`config.mk`:
```
export PLATFORM = sky130hd
export DESIGN_NAME = kbt_wait
export DESIGN_NICKNAME = d
export VERILOG_FILES = /design/src/sv/keyed_backoff_throttle_table_macros.svh /design/src/sv/kbt_pkg.sv /design/src/sv/kbt_wait.sv
export SDC_FILE = /design/constraint.sdc
export NUM_CORES = 1
export LEC_CHECK = 0
export BUFFER_PORTS_ARGS = -buffer_cell sky130_fd_sc_hd__buf_2
export CAP_MARGIN = 10
export CORE_MARGIN = 2
export CORE_UTILIZATION = 52
export DETAILED_ROUTE_END_ITERATION = 8
export GPL_TIMING_DRIVEN = 0
export PLACE_DENSITY = 0.77
export SYNTH_ARGS = -nofsm -noshare
export SYNTH_HDL_FRONTEND = slang
export SYNTH_SLANG_ARGS = --single-unit
```
`constraint.sdc`:
```
create_clock -name vclk -period 16.2
set_input_delay 2.43 -clock vclk [all_inputs]
set_output_delay 2.43 -clock vclk [all_outputs]
set_load 0.02 [all_outputs]
```
`src/sv/keyed_backoff_throttle_table_macros.svh`:
```
// Assertion macros shared by the throttle table RTL.
`ifndef KEYED_BACKOFF_THROTTLE_TABLE_MACROS_SVH
`define KEYED_BACKOFF_THROTTLE_TABLE_MACROS_SVH

// Same-cycle implication, checked at every rising clock edge out of reset.
`define KBT_ASSERT_NOW(lbl, ante, cons, msg) \
    lbl: assert property (@(posedge clk) disable iff (!rst_n) (ante) |-> (cons)) \
        else $error(msg);

// Next-cycle implication.
`define KBT_ASSERT_NEXT(lbl, ante, cons, msg) \
    lbl: assert property (@(posedge clk) disable iff (!rst_n) (ante) |=> (cons)) \
        else $error(msg);

`endif

```
`src/sv/kbt_pkg.sv`:
```
// Package with the types, codes and constants of the throttle table.
package kbt_pkg;

    localparam int DEF_TABLE_CAPACITY = 64;
    localparam int FAIL_SAT           = 1000;
    localparam int SHIFT_CAP          = 20;
    localparam int DEF_THRESHOLD      = 5;
    localparam int DEF_MAX_WAIT       = 300;

    localparam int THR_W      = 10;
    localparam int MW_W       = 16;
    localparam int TAG_W      = 32;
    localparam int KEY_W      = TAG_W + 1;
    localparam int FAIL_W     = 10;
    localparam int TIME_W     = 32;
    localparam int WAIT_W     = 16;
    localparam int USE_W      = 7;
    localparam int CFG_IDX_W  = 1;
    localparam int CFG_DATA_W = 16;

    localparam logic [1:0] CMD_QUERY   = 2'd0;
    localparam logic [1:0] CMD_FAIL    = 2'd1;
    localparam logic [1:0] CMD_SUCCESS = 2'd2;
    localparam logic [1:0] CMD_CLEAR   = 2'd3;

    localparam logic [CFG_IDX_W-1:0] REG_THRESHOLD = 1'd0;
    localparam logic [CFG_IDX_W-1:0] REG_MAX_WAIT  = 1'd1;

    typedef struct packed {
        logic [1:0]        command;
        logic              account_valid;
        logic [TAG_W-1:0]  account_tag;
        logic              address_valid;
        logic [TAG_W-1:0]  address_tag;
        logic [TIME_W-1:0] now_seconds;
    } req_word_t;

    typedef struct packed {
        logic [WAIT_W-1:0] wait_seconds;
        logic [USE_W-1:0]  entries_in_use;
    } rsp_word_t;

    typedef struct packed {
        logic              valid;
        logic [KEY_W-1:0]  key;
        logic [FAIL_W-1:0] failures;
        logic [TIME_W-1:0] last_time;
    } entry_t;

    typedef struct packed {
        logic [WAIT_W-1:0] wait_seconds;
        logic              expired;
    } wait_info_t;

endpackage

```
`src/sv/kbt_wait.sv`:
```
// Backoff wait and expiry of one entry at the current time.
module kbt_wait (
    input  logic [kbt_pkg::THR_W-1:0]  threshold,
    input  logic [kbt_pkg::MW_W-1:0]   max_wait,
    input  logic [kbt_pkg::FAIL_W-1:0] failures,
    input  logic [kbt_pkg::TIME_W-1:0] last_time,
    input  logic [kbt_pkg::TIME_W-1:0] now,
    output kbt_pkg::wait_info_t        info
);
    import kbt_pkg::*;

    logic [THR_W-1:0]  th;
    logic [MW_W-1:0]   mw;
    logic [FAIL_W-1:0] over;
    logic [4:0]        sh;
    logic [18:0]       pow;
    logic [MW_W-1:0]   window;
    logic [TIME_W-1:0] el;

    always_comb
    begin
        th   = (threshold == '0) ? THR_W'(DEF_THRESHOLD) : threshold;
        mw   = (max_wait == '0) ? MW_W'(DEF_MAX_WAIT) : max_wait;
        over = failures - th;
        sh   = 5'(over - FAIL_W'(1));
        pow  = 19'(1) << sh;
        if (over >= FAIL_W'(SHIFT_CAP) || pow > {3'b0, mw})
        begin
            window = mw;
        end
        else
        begin
            window = pow[MW_W-1:0];
        end
        el = (now >= last_time) ? now - last_time : '0;
        if (failures <= th || el >= {16'b0, window})
        begin
            info.wait_seconds = '0;
        end
        else
        begin
            info.wait_seconds = window - el[MW_W-1:0];
        end
        // Expired: no wait left and the last failure lies over max_wait back.
        info.expired = (info.wait_seconds == '0) && (el > {16'b0, mw});
    end

endmodule

```
==> flow_summary.ini <==
[placed_design]
pre_cts_ws_ns = 3.99
gp_congestion = 0.963
io_buffers = 117
place_area_mm2 = 0.00629
hpwl_um = 13200

[die]
die_area_mm2 = 0.0115
die_x_um = 107
start_util_pct = 53.6
die_h_um = 107
num_rows = 37
ios = 117
coreArea_mm2 = 0.0103

[critical_path]
cp_data_required_time_ns = 13.77
slowest_delay_ns = 0.47
cp-end-kind = output port
cp-start-kind = primary input
arrival_ns = 9.94
crit_path_top_delay_cell = or3b_2
startpoint = threshold[8]
path_class = primary input to output port
crit_path_max_fanout = 10

[outcome]
run_status = finished, final reports clean

[power]
powerDensity_mw_per_mm2 = 47.7
power_leakage_nw = 3.47
ir_drop_uv = 25.0

[drt]
dr.pass1.iters = 5
wire_per_inst_um = 14.5
vias = 6125
drc_errors = 0
via_per_inst = 5.85
drt_iter0_markers = 336
drt-total-wl_um = 15200
drtAntennaViolNets = 0

[logic_synthesis]
synth-adder-area-share_pct = 24.8
yosys-top-cells-area = ha_1, inv_1, a21oi_1
yosys.area_share.simple_pct = 23.6
yosys_warnings = 0
post_synth_num_cell_types = 70
synth_compound_area_share_pct = 29.5
muxShareOfSynthArea_pct = 7.21
synth_nets = 1002
netlist_instances = 794
synthXorXnorAreaFrac_pct = 5.86
syn_area_per_cell_um2 = 6.97
synth_seq_area_share_pct = 0
synth_top_family_by_area = compound AO/OA/AOI/OAI gates
syn_area_mm2 = 0.00553
synthDominantCellAreaShare_pct = 23.7
yosysTopAreaCell = ha_1

[timing]
min_period_over_period_pct = 76.4
finalSetupViolCount = 0
tightestPinTransition_ns = 0.719
max_clock_freq_mhz = 80.8
min_period_ns = 12.37
maxSlewHeadroom_pct = 52.1
holdWs_ns = 5.64
finalSetupTns_ns = 0
final.setup.worst_slack_ns = 3.83
drv_slew = 0
grt_setup_unrepaired = no
finalHoldViolations = 0

[global_routing]
grt_max_degree = 11
antenna_found_initial = 0
grt_pass1_vias = 5602
grt-ovfl-total = 0
grt_pass1_wl_um = 25200
grt_usage_pct = 25.9

[worst_hold_path]
min_path_type = primary input to output port
min-delay-start = max_wait[0]

[cts]
cts_setup_buffers = 0
cts_hold_buf = 0
cts_resized = 0

[layout]
seq_cell_count = 0
fin_nets = 1121
area_delta_synth_final_pct = 13.7
stdcell_area_mm2 = 0.00629
multi_input_area_mm2 = 0.00503
nFillCells = 998
register_area_um2 = 0
antenna_cells = 0
drive_above_1_share_pct = 17.8
n_clock_buffer = 0
final_util_pct = 60.9

[flow_run]
maxCapViolations = 0
[power by group]
part           switching [mW]  total, mW  leakage (nW)  internal, mW
Combinational           0.180      0.300          3.47         0.120
Sequential                  0          0             0             0
Clock                       0          0             0             0
[critical path, delay by kind of cell]
kind            cells  cell delay, ns
compound gates      8            1.87
xor+xnor            2            0.52
fa+ha+maj           5            1.23
buf+inv             4            0.75
mux                 1            0.22
simple gates       12            2.92
[layout by cell type (no fill, tap or decap), types with 5 or more instances in the layout]
cell type,count
nand3_1,20
and4_1,6
buf_2,119
clkbuf_1,22
nor4_1,11
a21oi_1,58
a211oi_1,9
nor3_1,13
o41ai_2,6
xnor2_1,23
a31oi_1,8
o41ai_1,8
nand4_1,15
mux2_2,14
mux2i_1,23
inv_1,97
ha_1,105
and3_1,13
nand2b_1,13
xor2_1,14
and2_1,7
or3_1,18
nand2_1,59
o21bai_1,5
a211o_1,5
nor2_1,51
nor2b_1,6
or2_2,6
o21ai_0,38
o21a_1,16
a21o_1,29
[logic make-up (layout without fill, tap and decap cells)]
kind of cell               Yosys count  after routing
AOI/OAI and AO/OA                  233            233
buffers and inverters              128            245
muxes                               38             38
adders and majority gates          108            108
and+or+nand+nor                    250            250
xor gates and xnor gates            37             37
[path summary, 6_finish.rpt]
path        to  slack, ns  depth (start not counted)
min    info[1]       5.64                          5
max   info[15]       3.83                         32
[layout make-up]
cell class	count	share of cell area, %
Buffer	31	2.15
Inverter	97	5.79
Multi-Input combinational cell	666	80.0
Tap cell	136	2.71
Timing Repair Buffer	117	9.31
[cells in the mapped netlist, types with 14 or more instances]
cell type / instances
ha_1: 105
inv_1: 97
nand2_1: 59
a21oi_1: 58
nor2_1: 51
o21ai_0: 38
a21o_1: 29
mux2i_1: 23
xnor2_1: 23
clkbuf_1: 22
nand3_1: 20
or3_1: 18
o21a_1: 16
nand4_1: 15
mux2_2: 14
xor2_1: 14
[stage by stage]
stage,instances,power (mW)
3_5_place_dp,1047,0.294
4_1_cts,1047,0.296
2_1_floorplan,794,0.222
6_report,1047,0.300
3_3_place_gp,1047,0.290
5_1_grt,1047,0.336
[metal layers]
layer | track usage (%) | vias to the layer above | part of all wire [%]
met2 | 47.2 | 187 | 47
met5 | 0 | - | 0
li1 | - | 3147 | -
met4 | 2.60 | 0 | 1.0
met1 | 35.0 | 2778 | 46
met3 | 0.790 | 13 | 5.0
Note: power is estimated with default switching activity, not from simulation.
